===== src/design/spi_register_access_master_core_macros.svh =====
// Assertion macros shared by the SPI register-access master files.
// Every macro samples on the rising edge of clk and is disabled while rst_n is low.
`ifndef SPI_REGISTER_ACCESS_MASTER_CORE_MACROS_SVH
`define SPI_REGISTER_ACCESS_MASTER_CORE_MACROS_SVH

`ifndef SYNTHESIS

// Same-cycle implication.
`define SPIRM_ASSERT_IMPL(name, ante, cons) \
    name: assert property (@(posedge clk) disable iff (!rst_n) (ante) |-> (cons)) \
        else $error("SPI master check failed");

// Next-cycle implication.
`define SPIRM_ASSERT_NEXT(name, ante, cons) \
    name: assert property (@(posedge clk) disable iff (!rst_n) (ante) |=> (cons)) \
        else $error("SPI master check failed");

`else

`define SPIRM_ASSERT_IMPL(name, ante, cons)
`define SPIRM_ASSERT_NEXT(name, ante, cons)

`endif

`endif


===== src/design/spirm_pkg.sv =====
package spirm_pkg;

    // Largest number of data bytes in one transaction.
    localparam logic [2:0] MAX_BYTES = 3'd4;

    // Command codes carried with each tick.
    localparam logic [1:0] OP_TICK   = 2'd0;
    localparam logic [1:0] OP_WRITE  = 2'd1;
    localparam logic [1:0] OP_READ   = 2'd2;
    localparam logic [1:0] OP_UPDATE = 2'd3;

    // Configuration register indexes.
    localparam logic [1:0] CFG_HALF_PERIOD = 2'd0;
    localparam logic [1:0] CFG_READ_SETUP  = 2'd1;
    localparam logic [1:0] CFG_END_GAP     = 2'd2;

    // Configuration reset values.
    localparam logic [7:0]  HALF_PERIOD_RST = 8'd1;
    localparam logic [15:0] READ_SETUP_RST  = 16'd100;
    localparam logic [15:0] END_GAP_RST     = 16'd1000;

    // Update command: one byte of 0x01 to register 0x232.
    localparam logic [12:0] UPDATE_ADDR = 13'h232;
    localparam logic [31:0] UPDATE_DATA = 32'h0000_0001;

    typedef enum logic [2:0] {
        ST_IDLE,
        ST_SETUP,
        ST_OLOW,
        ST_OHIGH,
        ST_RHIGH,
        ST_RLOW,
        ST_GAP
    } spirm_state_t;

    // One input tick and its optional command.
    typedef struct packed {
        logic [1:0]  op;
        logic [12:0] reg_address;
        logic [1:0]  transfer_mode;
        logic [2:0]  byte_count;
        logic [31:0] write_data;
        logic        miso_in;
    } spirm_item_t;

    // Timing configuration.
    typedef struct packed {
        logic [7:0]  half_period_ticks;
        logic [15:0] read_setup_ticks;
        logic [15:0] end_gap_ticks;
    } spirm_cfg_t;

    // Pin levels and status after one tick.
    typedef struct packed {
        logic        sck_out;
        logic        mosi_out;
        logic        cs_n_out;
        logic        busy_res;
        logic        done_res;
        logic [31:0] read_data;
    } spirm_result_t;

endpackage


===== src/design/spirm_seq.sv =====
module spirm_seq
    import spirm_pkg::*;
(
    input  logic          clk,
    input  logic          rst_n,
    input  logic          step,
    input  spirm_item_t   item,
    input  spirm_cfg_t    cfg,
    output spirm_result_t result
);

    spirm_state_t state_reg, state_next;
    logic [47:0] out_shift_reg, out_shift_next;
    logic [31:0] in_shift_reg, in_shift_next;
    logic [5:0]  bits_left_reg, bits_left_next;
    logic [15:0] phase_count_reg, phase_count_next;
    logic        is_read_reg, is_read_next;
    logic        sck_reg, sck_next;
    logic        cs_reg, cs_next;
    logic        mosi_reg, mosi_next;
    logic [2:0]  read_bytes_reg, read_bytes_next;

    logic [15:0] half_m1;
    logic [2:0]  n_clamp;
    logic [2:0]  n_eff;
    logic [31:0] wd_eff;
    logic [31:0] wd_aligned;
    logic [15:0] instr;
    logic [5:0]  bits_dec;
    logic [47:0] out_shifted;

    // Half period minus one, with a zero setting acting as one.
    assign half_m1 = (cfg.half_period_ticks == 8'd0) ? 16'd0
                   : {8'd0, cfg.half_period_ticks - 8'd1};

    // Byte count forced into 1..MAX_BYTES.
    assign n_clamp = (item.byte_count == 3'd0) ? 3'd1
                   : (item.byte_count > MAX_BYTES) ? MAX_BYTES : item.byte_count;

    // Update overrides address, mode, data and length.
    always_comb
    begin
        if (item.op == OP_UPDATE)
        begin
            n_eff  = 3'd1;
            wd_eff = UPDATE_DATA;
            instr  = {3'b000, UPDATE_ADDR};
        end
        else
        begin
            n_eff  = n_clamp;
            wd_eff = item.write_data;
            instr  = {(item.op == OP_READ), item.transfer_mode, item.reg_address};
        end
    end

    // Place the used write bytes at the top of the data word.
    always_comb
    begin
        case (n_eff)
            3'd1:    wd_aligned = {wd_eff[7:0], 24'd0};
            3'd2:    wd_aligned = {wd_eff[15:0], 16'd0};
            3'd3:    wd_aligned = {wd_eff[23:0], 8'd0};
            default: wd_aligned = wd_eff;
        endcase
    end

    assign bits_dec    = (bits_left_reg != 6'd0) ? bits_left_reg - 6'd1 : 6'd0;
    assign out_shifted = {out_shift_reg[46:0], 1'b0};

    // Next state and pin levels for one tick.
    always_comb
    begin
        state_next       = state_reg;
        out_shift_next   = out_shift_reg;
        in_shift_next    = in_shift_reg;
        bits_left_next   = bits_left_reg;
        phase_count_next = phase_count_reg;
        is_read_next     = is_read_reg;
        sck_next         = sck_reg;
        cs_next          = cs_reg;
        mosi_next        = mosi_reg;
        read_bytes_next  = read_bytes_reg;
        result.done_res  = 1'b0;

        unique case (state_reg)
            ST_IDLE:
            begin
                if (item.op != OP_TICK)
                begin
                    in_shift_next = 32'd0;
                    cs_next       = 1'b0;
                    state_next    = ST_SETUP;
                    if (item.op == OP_READ)
                    begin
                        is_read_next     = 1'b1;
                        read_bytes_next  = n_eff;
                        bits_left_next   = 6'd16;
                        out_shift_next   = {instr, 32'd0};
                        phase_count_next = cfg.read_setup_ticks;
                    end
                    else
                    begin
                        is_read_next     = 1'b0;
                        read_bytes_next  = 3'd0;
                        bits_left_next   = 6'd16 + {n_eff, 3'b000};
                        out_shift_next   = {instr, wd_aligned};
                        phase_count_next = 16'd0;
                    end
                end
            end
            ST_SETUP:
            begin
                if (phase_count_reg == 16'd0)
                begin
                    sck_next         = 1'b0;
                    mosi_next        = out_shift_reg[47];
                    phase_count_next = half_m1;
                    state_next       = ST_OLOW;
                end
                else
                begin
                    phase_count_next = phase_count_reg - 16'd1;
                end
            end
            ST_OLOW:
            begin
                if (phase_count_reg == 16'd0)
                begin
                    sck_next         = 1'b1;
                    phase_count_next = half_m1;
                    state_next       = ST_OHIGH;
                end
                else
                begin
                    phase_count_next = phase_count_reg - 16'd1;
                end
            end
            ST_OHIGH:
            begin
                if (phase_count_reg == 16'd0)
                begin
                    out_shift_next = out_shifted;
                    bits_left_next = bits_dec;
                    if (bits_dec != 6'd0)
                    begin
                        // Next output bit.
                        sck_next         = 1'b0;
                        mosi_next        = out_shifted[47];
                        phase_count_next = half_m1;
                        state_next       = ST_OLOW;
                    end
                    else if (is_read_reg && (read_bytes_reg != 3'd0))
                    begin
                        // Instruction sent, turn around to the read phase.
                        bits_left_next   = {read_bytes_reg, 3'b000};
                        mosi_next        = 1'b0;
                        sck_next         = 1'b1;
                        phase_count_next = half_m1;
                        state_next       = ST_RHIGH;
                    end
                    else
                    begin
                        cs_next          = 1'b1;
                        sck_next         = 1'b1;
                        mosi_next        = 1'b0;
                        phase_count_next = cfg.end_gap_ticks;
                        state_next       = ST_GAP;
                    end
                end
                else
                begin
                    phase_count_next = phase_count_reg - 16'd1;
                end
            end
            ST_RHIGH:
            begin
                if (phase_count_reg == 16'd0)
                begin
                    sck_next         = 1'b0;
                    phase_count_next = half_m1;
                    state_next       = ST_RLOW;
                end
                else
                begin
                    phase_count_next = phase_count_reg - 16'd1;
                end
            end
            ST_RLOW:
            begin
                if (phase_count_reg == 16'd0)
                begin
                    // Sample MISO at the end of the low half.
                    in_shift_next  = {in_shift_reg[30:0], item.miso_in};
                    bits_left_next = bits_dec;
                    if (bits_dec != 6'd0)
                    begin
                        sck_next         = 1'b1;
                        phase_count_next = half_m1;
                        state_next       = ST_RHIGH;
                    end
                    else
                    begin
                        cs_next          = 1'b1;
                        sck_next         = 1'b1;
                        mosi_next        = 1'b0;
                        phase_count_next = cfg.end_gap_ticks;
                        state_next       = ST_GAP;
                    end
                end
                else
                begin
                    phase_count_next = phase_count_reg - 16'd1;
                end
            end
            ST_GAP:
            begin
                if (phase_count_reg == 16'd0)
                begin
                    result.done_res = 1'b1;
                    state_next      = ST_IDLE;
                end
                else
                begin
                    phase_count_next = phase_count_reg - 16'd1;
                end
            end
            default:
            begin
                state_next = ST_IDLE;
            end
        endcase

        result.sck_out   = sck_next;
        result.mosi_out  = mosi_next;
        result.cs_n_out  = cs_next;
        result.busy_res  = (state_next != ST_IDLE);
        result.read_data = in_shift_next;
    end

    // State register, advanced once per accepted tick.
    always_ff @(posedge clk or negedge rst_n)
    begin
        if (!rst_n)
        begin
            state_reg <= ST_IDLE;
        end
        else if (step)
        begin
            state_reg <= state_next;
        end
    end

    // Datapath registers of the serial engine.
    always_ff @(posedge clk or negedge rst_n)
    begin
        if (!rst_n)
        begin
            out_shift_reg   <= 48'd0;
            in_shift_reg    <= 32'd0;
            bits_left_reg   <= 6'd0;
            phase_count_reg <= 16'd0;
            is_read_reg     <= 1'b0;
            sck_reg         <= 1'b1;
            cs_reg          <= 1'b1;
            mosi_reg        <= 1'b0;
            read_bytes_reg  <= 3'd0;
        end
        else if (step)
        begin
            out_shift_reg   <= out_shift_next;
            in_shift_reg    <= in_shift_next;
            bits_left_reg   <= bits_left_next;
            phase_count_reg <= phase_count_next;
            is_read_reg     <= is_read_next;
            sck_reg         <= sck_next;
            cs_reg          <= cs_next;
            mosi_reg        <= mosi_next;
            read_bytes_reg  <= read_bytes_next;
        end
    end

endmodule


===== src/design/spi_register_access_master_core.sv =====
// Channel   Direction  Handshake                  Payload
// s_*       in         s_tvalid / s_tready        s_tuser op, s_tdata tick fields
// m_*       out        m_tvalid / m_tready        m_tdata pin levels, status, read data
// cfg_*     in         cfg_valid / cfg_ready      cfg_index, cfg_data
//
// Each input beat is one tick of the serial engine and yields exactly one output beat.
// The engine step and the result register sit in one cycle, so a beat is taken every
// cycle while the output side keeps up; a beat waiting in the result register blocks
// input only when m_tready is low.
// Reset puts the pins at idle levels (SCK high, CS high, MOSI low) and loads the
// configuration defaults; cfg_ready is always high.
`include "spi_register_access_master_core_macros.svh"

module spi_register_access_master_core
    import spirm_pkg::*;
(
    input  logic        clk,
    input  logic        rst_n,
    // Input ticks.
    input  logic        s_tvalid,
    output logic        s_tready,
    input  logic [55:0] s_tdata,  // reg_address[12:0], transfer_mode[14:13],
                                  // byte_count[17:15], write_data[49:18], miso_in[50]
    input  logic [1:0]  s_tuser,  // op[1:0]
    // Results.
    output logic        m_tvalid,
    input  logic        m_tready,
    output logic [39:0] m_tdata,  // sck_out[0], mosi_out[1], cs_n_out[2], busy_res[3],
                                  // done_res[4], read_data[36:5]
    // Configuration writes.
    input  logic        cfg_valid,
    output logic        cfg_ready,
    input  logic [1:0]  cfg_index,
    input  logic [15:0] cfg_data
);

    spirm_item_t   item;
    spirm_cfg_t    cfg;
    spirm_result_t result;
    logic          step;

    logic [7:0]  half_period_reg;
    logic [15:0] read_setup_reg;
    logic [15:0] end_gap_reg;
    logic        m_tvalid_reg;
    logic [39:0] m_tdata_reg;

    // Unpack the input beat.
    assign item.op            = s_tuser;
    assign item.reg_address   = s_tdata[12:0];
    assign item.transfer_mode = s_tdata[14:13];
    assign item.byte_count    = s_tdata[17:15];
    assign item.write_data    = s_tdata[49:18];
    assign item.miso_in       = s_tdata[50];

    assign s_tready = !m_tvalid_reg || m_tready;
    assign step     = s_tvalid && s_tready;

    // Configuration registers.
    assign cfg_ready = 1'b1;

    always_ff @(posedge clk or negedge rst_n)
    begin
        if (!rst_n)
        begin
            half_period_reg <= HALF_PERIOD_RST;
            read_setup_reg  <= READ_SETUP_RST;
            end_gap_reg     <= END_GAP_RST;
        end
        else if (cfg_valid)
        begin
            unique case (cfg_index)
                CFG_HALF_PERIOD: half_period_reg <= cfg_data[7:0];
                CFG_READ_SETUP:  read_setup_reg  <= cfg_data;
                CFG_END_GAP:     end_gap_reg     <= cfg_data;
                default:         ;
            endcase
        end
    end

    assign cfg.half_period_ticks = half_period_reg;
    assign cfg.read_setup_ticks  = read_setup_reg;
    assign cfg.end_gap_ticks     = end_gap_reg;

    spirm_seq u_seq
    (
        .clk    (clk),
        .rst_n  (rst_n),
        .step   (step),
        .item   (item),
        .cfg    (cfg),
        .result (result)
    );

    // Result register: loaded on every accepted tick, emptied when taken.
    always_ff @(posedge clk or negedge rst_n)
    begin
        if (!rst_n)
        begin
            m_tvalid_reg <= 1'b0;
        end
        else if (step)
        begin
            m_tvalid_reg <= 1'b1;
        end
        else if (m_tready)
        begin
            m_tvalid_reg <= 1'b0;
        end
    end

    always_ff @(posedge clk)
    begin
        if (step)
        begin
            m_tdata_reg <= {3'd0, result.read_data, result.done_res, result.busy_res,
                            result.cs_n_out, result.mosi_out, result.sck_out};
        end
    end

    assign m_tvalid = m_tvalid_reg;
    assign m_tdata  = m_tdata_reg;

    // Done only follows the end of the gap, with the bus released.
    `SPIRM_ASSERT_IMPL(a_done_idle, m_tvalid_reg && m_tdata_reg[4], !m_tdata_reg[3])
    `SPIRM_ASSERT_IMPL(a_done_pins, m_tvalid_reg && m_tdata_reg[4],
                       m_tdata_reg[2] && m_tdata_reg[0])
    // Chip select is only low during a running transaction.
    `SPIRM_ASSERT_IMPL(a_cs_busy, m_tvalid_reg && !m_tdata_reg[2], m_tdata_reg[3])
    // Every accepted tick leaves a result behind.
    `SPIRM_ASSERT_NEXT(a_step_result, step, m_tvalid_reg)

endmodule

===== config.mk =====
export PLATFORM = sky130hd
export DESIGN_NAME = spi_register_access_master_core
export DESIGN_NICKNAME = d
export VERILOG_FILES = /design/src/design/spirm_pkg.sv /design/src/design/spirm_seq.sv /design/src/design/spi_register_access_master_core.sv
export VERILOG_INCLUDE_DIRS = /design/src /design/src/design
export SDC_FILE = /design/constraint.sdc
export NUM_CORES = 1
export LEC_CHECK = 0
export BUFFER_PORTS_ARGS = -buffer_cell sky130_fd_sc_hd__buf_2
export CORE_MARGIN = 2
export CORE_UTILIZATION = 31
export DETAILED_ROUTE_END_ITERATION = 8
export PLACE_DENSITY_LB_ADDON = 0.12
export SLEW_MARGIN = 0
export SYNTH_ARGS = -nofsm -noshare
export SYNTH_HDL_FRONTEND = slang
export SYNTH_SLANG_ARGS = --single-unit

===== constraint.sdc =====
create_clock -name clk -period 7.4 [get_ports clk]
set_input_delay 0.74 -clock clk [delete_from_list [all_inputs] [get_ports clk]]
set_output_delay 0.74 -clock clk [all_outputs]
set_load 0.02 [all_outputs]

### Yosys cells after proc, flatten, opt, wreduce, memory -nomap -nowiden

Index checks and enable logic that the tools add are counted.

* logic and storage cells: 132
* bits in read-only memories: 0
* memory bits (writable): 0
* memories: 0
* input port bits: 81
* latch bits: 0
* bits in registers: 190
* output and inout bits: 43

* reductions and logical operators: 28
* divide/modulo/power cells: 0
* multiply operators: 0
* shifts and indexed selects: 0
* $lt $le $gt $ge: 1
* equality and inequality tests: 17
* add/sub/neg operators: 4
* mux-type cells: 66
* bitwise operators: 0

Operators with widths (count)
* 16-bit 2-to-1 mux: 10
* 32-bit 2-to-1 mux: 4
* 48-bit 2-to-1 mux: 2
* 32-bit one-hot mux with 3 select lines: 1
* 48-bit one-hot mux with 2 select lines: 1
* 16-bit one-hot mux with 5 select lines: 1
* 32-bit one-hot mux with 2 select lines: 1
* 6-bit 2-to-1 mux: 7
* 3-bit 2-to-1 mux: 12
* 3-bit one-hot mux with 7 select lines: 1
* 1-bit 2-to-1 mux: 19
* 6-bit one-hot mux with 3 select lines: 1
* 16-bit zero test: 1
* 16-bit by 1-bit subtractor with 16-bit output (second input constant): 1
* 3-bit by 2-bit equality test with 1-bit output (second input constant): 4
* 6-bit nonzero test: 2
* 3-bit equality test (second input constant): 3
* 1-bit one-hot mux with 3 select lines: 3
* 3-bit nonzero test: 3
* 8-bit zero test: 1
* 8-bit 2-to-1 mux: 1
* 4-bit AND reduction: 2
* 8-bit by 1-bit subtractor with 8-bit output (second input constant): 1
* 5-bit by 6-bit adder with 6-bit output (first input constant): 1
* 20 further kinds: 33

### Depth between registers and ports, before layout

* depth after elaboration: 9
* gate-level depth with buffers: 12
* gate-level depth less buffers: 9

### Modules after synthesis

From an unflattened synthesis, not the netlist that was laid out.

* cell total of the unflattened synthesis: 1019
* area total of the unflattened synthesis: 10141.0 sq um

Modules (own cells, without submodules)
* spirm_seq: times used 1, cells an instance 887, seq. area each 2805.2 sq um, area an instance 7410.9 sq um
* spi_register_access_master_core: times used 1, cells an instance 132, seq. area each 2149.6 sq um, area an instance 2730.1 sq um

### Least setup slack after synthesis

Ideal clock, no wire load.

* path kind: input-to-reg
* start: input m_tready
* end: register u_seq.read_bytes_reg[1]
* path slack: 4.048 ns
* stages: 6
* arrival time: 3.254 ns
* required time: 7.301 ns
* buffers on the path: 1
* setup time: 0.099 ns
* cells stage by stage: nand2b_1 -> nand2_1 -> inv_1 -> clkbuf_1 -> nand2_1 -> o31ai_1

* longest elaborated chain between the ends: 3

RTL lines
* start: declaration: RTL line spi_register_access_master_core.sv:27 `input logic m_tready,`
* 1-bit logical OR: RTL line spi_register_access_master_core.sv:56 `assign s_tready = !m_tvalid_reg || m_tready;`
* 1-bit logical AND: RTL line spi_register_access_master_core.sv:57 `assign step = s_tvalid && s_tready;`
* net step: RTL line spi_register_access_master_core.sv:40 `logic step;`
* 3-bit AND reduction (no line)
* end signal: assignment: RTL line spirm_seq.sv:279 `read_bytes_reg <= read_bytes_next;`
* end: declaration: RTL line spirm_seq.sv:21 `logic [2:0] read_bytes_reg, read_bytes_next;`

The timed path passes the listed nets, and every way through them passes these cells.
A chain may end at the register's enable or synchronous reset.

### Worst setup path after layout

* start: register u_seq.bits_left_reg[0]
* end: register u_seq.phase_count_reg[10]

* longest elaborated chain between the ends: 6
* elaborated cells between the ends (all ways): 9

RTL lines
* start: declaration: RTL line spirm_seq.sv:15 `logic [5:0] bits_left_reg, bits_left_next;`
* start signal: assignment: RTL line spirm_seq.sv:273 `bits_left_reg <= bits_left_next;`
* 6-bit by 1-bit subtractor with 6-bit output / 6-bit nonzero test (equally long branches): RTL line spirm_seq.sv:68 `assign bits_dec = (bits_left_reg != 6'd0) ? bits_left_reg - 6'd1 : 6'd0;`
* 6-bit 2-to-1 mux (*): RTL line spirm_seq.sv:68
* 6-bit nonzero test (*): RTL line spirm_seq.sv:145, spirm_seq.sv:196
* 16-bit 2-to-1 mux, on equally long branches: RTL line spirm_seq.sv:196, spirm_seq.sv:145
* 16-bit 2-to-1 mux, on equally long branches: RTL line spirm_seq.sv:191, spirm_seq.sv:141
* 16-bit one-hot mux with 5 select lines (*): RTL line spirm_seq.sv:86 `unique case (state_reg)`
* end signal: assignment: RTL line spirm_seq.sv:274 `phase_count_reg <= phase_count_next;`
* end: declaration: RTL line spirm_seq.sv:16 `logic [15:0] phase_count_reg, phase_count_next;`

Mark *: on every way between the ends. The rest lies on a longest branch, timed or not.

==> results.py <==
metrics = {
    "logic_synthesis": {
        "seq_area_frac_synth": 0.501,
        "syn_area_um2": 9900,
        "synth_edf_count": 37,
        "ys.flop_type": "dfrtp_1",
        "yosysWarnings": 0,
        "synth-seq-cells": 190,
        "netlist_instances": 1022,
        "async_flop_share": 0.805,
        "ys_types": 66,
        "synth_area_per_cell_um2": 9.68,
    },
    "die": {
        "io_pins": 124,
        "die_x_um": 183,
        "die_h_um": 183,
        "die_area_um2": 33400,
        "row_count": 65,
        "start_util": 0.314,
        "fp.coreArea_um2": 31500,
    },
    "final_layout": {
        "final_cell_mix": "dfrtp_1, nand2_1, buf_2",
        "seqCellArea_um2": 4950,
        "antennaDiodeCount": 0,
        "final_nets": 1183,
        "final_common_cell": "dfrtp_1",
        "n_fill_cell": 3232,
        "final_layout_size_suffix_gt1_frac": 0.208,
        "multi_input_comb_area_um2": 4600,
        "largest_register_ffs": 48,
        "syn2layout_area_growth_pct": 15.2,
    },
    "critical_path": {
        "worstPathRequired_ns": 7.76,
        "endpoint_kind": "flop",
        "cp-startpoint": "u_seq.bits_left_reg[0]",
        "worstPathCellList": "inv_1 -> ha_1 -> inv_1 -> or3_1 -> a221o_1 -> nor2_1 -> a21oi_1 -> or3_1 -> a21oi_1",
        "startpoint_type": "flop",
        "timing.setup.critical_path_class": "reg2reg",
        "r2r-end": "u_seq.phase_count_reg[10]",
        "slowest_delay_ns": 0.91,
        "cpMaxStageDelayCell": "nor2_1",
        "cp_max_fo": 13,
        "rrSetupSlack_ns": 4.12,
        "cpLargestDelayFamily": "simple AND/OR/NAND/NOR gates",
        "r2r-start": "u_seq.bits_left_reg[0]",
        "path_buf_inv": 2,
        "critPathArrivalTime_ns": 3.64,
        "reg2regPathDepth": 9,
    },
    "placement": {
        "port_buffers": 114,
        "dp_slack_ns": 4.07,
        "routabilityCongestion": 0.805,
        "hpwl_um": 17600,
    },
    "pwr": {
        "power_frac_clock": 0.290,
        "power.density_nw_per_um2": 300,
        "combPwrFrac": 0.267,
        "p_seq_frac": 0.442,
        "p_int_uw": 2220,
        "ir_drop_uv": 183,
        "power_switching_share": 0.352,
        "p_sw_uw": 1200,
        "leakagePower_uw": 0.00479,
    },
    "route": {
        "first_pass_iters": 5,
        "drc_errors": 0,
        "first_iter_violations": 530,
        "finalWirelength_um": 26500,
        "vias_per_cell": 5.23,
        "drtAntennaViolNets": 0,
        "wire_per_inst_um": 17.6,
        "vias": 7901,
    },
    "sta": {
        "tightest_slew_ns": 1.15,
        "rsz0062_at_grt": "false",
        "finalCritPeriodShare": 0.444,
        "tns_ns": 0,
        "skew_ns": 0.0182,
        "final_hold_viol_count": 0,
        "max_freq_mhz": 305,
        "setup_viol": 0,
        "min_period_ns": 3.28,
        "hold_ws_ns": 0.364,
        "layout_setup_ws_ns": 4.12,
        "slew_violations": 0,
        "slew-limit-headroom": 0.228,
    },
    "global_routing": {
        "overflow": 0,
        "grt_pass1_wl_um": 43600,
        "grt_max_degree": 90,
        "antenna_found_initial": 0,
        "grt_pass1_vias": 7806,
        "track_usage": 0.165,
    },
    "run_status": {
        "status": "complete, no violations",
    },
    "cts": {
        "cts_sinks": 190,
        "path_clk_slew_ns": 0.08,
        "cts_hold_buf": 0,
        "htreeDepth": 4,
        "cts_tree": "built",
        "cts_root_buf": "clkbuf_16",
        "clock_latency_ns": 0.44,
        "cts_buffers": 17,
        "post_cts_buffers": 0,
        "clock_path_buffers": 2,
        "cts_resized": 0,
    },
    "run": {
        "cap_violations": 0,
    },
    "hold_path": {
        "hp-class": "in2async",
    },
}
-- cells by family (layout without fill, tap and decap cells) --
kind of cell | after synthesis | count (layout) | share of synthesized area
compound gates | 344 | 344 | 0.230
xor+xnor | 17 | 17 | 0.0150
fa+ha+maj | 5 | 5 | 0.00632
buf+inv | 85 | 171 | 0.0381
flops | 190 | 190 | 0.501
mux | 51 | 51 | 0.0569
other cells | 2 | 4 | 0.000759
simple gates | 328 | 328 | 0.152
-- cells in the mapped netlist, drive strengths merged (3+ instances only) --
cell type  instances  share of area
a22oi             11         0.0083
or2                8         0.0051
buf               32          0.018
xor2               9         0.0080
and3               4         0.0025
o21ai             94          0.048
a211o              6         0.0053
and2               5         0.0032
a21oi             77          0.039
o22ai              4         0.0025
edfxtp            37           0.11
inv               12         0.0046
nand3b             4         0.0030
o31ai              6         0.0059
nor4               6         0.0051
nor3              15         0.0081
or3               14         0.0088
xnor2              8         0.0071
nand2b            12         0.0076
mux2              42          0.048
clkbuf            41          0.016
a22o              69          0.061
nor2              95          0.038
nand2            120          0.046
a211oi             8         0.0061
nand3             29          0.015
dfstp             12          0.032
ha                 5         0.0063
a31oi             32          0.020
o21a               4         0.0030
mux2i              9         0.0091
a21o               7         0.0053
a221oi             9         0.0080
nor2b              7         0.0044
dfrtp            141           0.36
nor3b              3         0.0023
-- power groups by stage --
stage	logic [uW]	clock network [uW]	registers (uW)
after global routing	1050	1070	1550
after detailed placement	923	0	1530
after global placement	915	0	1530
final	913	992	1510
after CTS	927	1030	1510
after floorplan	710	0	1470
-- worst max-delay path by stage --
stage                                endpoint  slack [ns]  depth (start not counted)
finish              u_seq.phase_count_reg[10]        4.12                          9
global route          u_seq.out_shift_reg[14]        3.76                          9
CTS                   u_seq.out_shift_reg[15]        4.08                          9
detailed placement    u_seq.out_shift_reg[24]        4.07                          8
global placement      u_seq.out_shift_reg[24]        4.08                          8
floorplan             u_seq.read_bytes_reg[1]        4.05                          6
-- routing by layer --
layer / GRT usage / wire, um / vias to the layer above
met5: 0 / 0 / -
met4: 0.0477 / 425 / 0
met3: 0.0283 / 998 / 32
met2: 0.255 / 12200 / 166
met1: 0.235 / 12900 / 3809
li1: - / - / 3894
-- area by class of cell --
type                            instances  area share
Sequential cell                       190       0.435
Multi-Input combinational cell        749       0.404
Timing Repair Buffer                  127      0.0591
Tap cell                              402      0.0441
Clock buffer                           17      0.0373
Clock inverter                         15      0.0172
Inverter                               12     0.00395
-- metrics by stage --
step | utilization | cell area (um^2) | std cells | power [uW]
final | 0.362 | 11400 | 1512 | 3420
after global routing | 0.362 | 11400 | 1512 | 3670
after CTS | 0.362 | 11400 | 1512 | 3460
after detailed placement | 0.343 | 10800 | 1480 | 2450
after global placement | 0.343 | 10800 | 1480 | 2440
after floorplan | - | 9900 | 1024 | 2180
No activity file was read; power rests on OpenSTA's default activity.
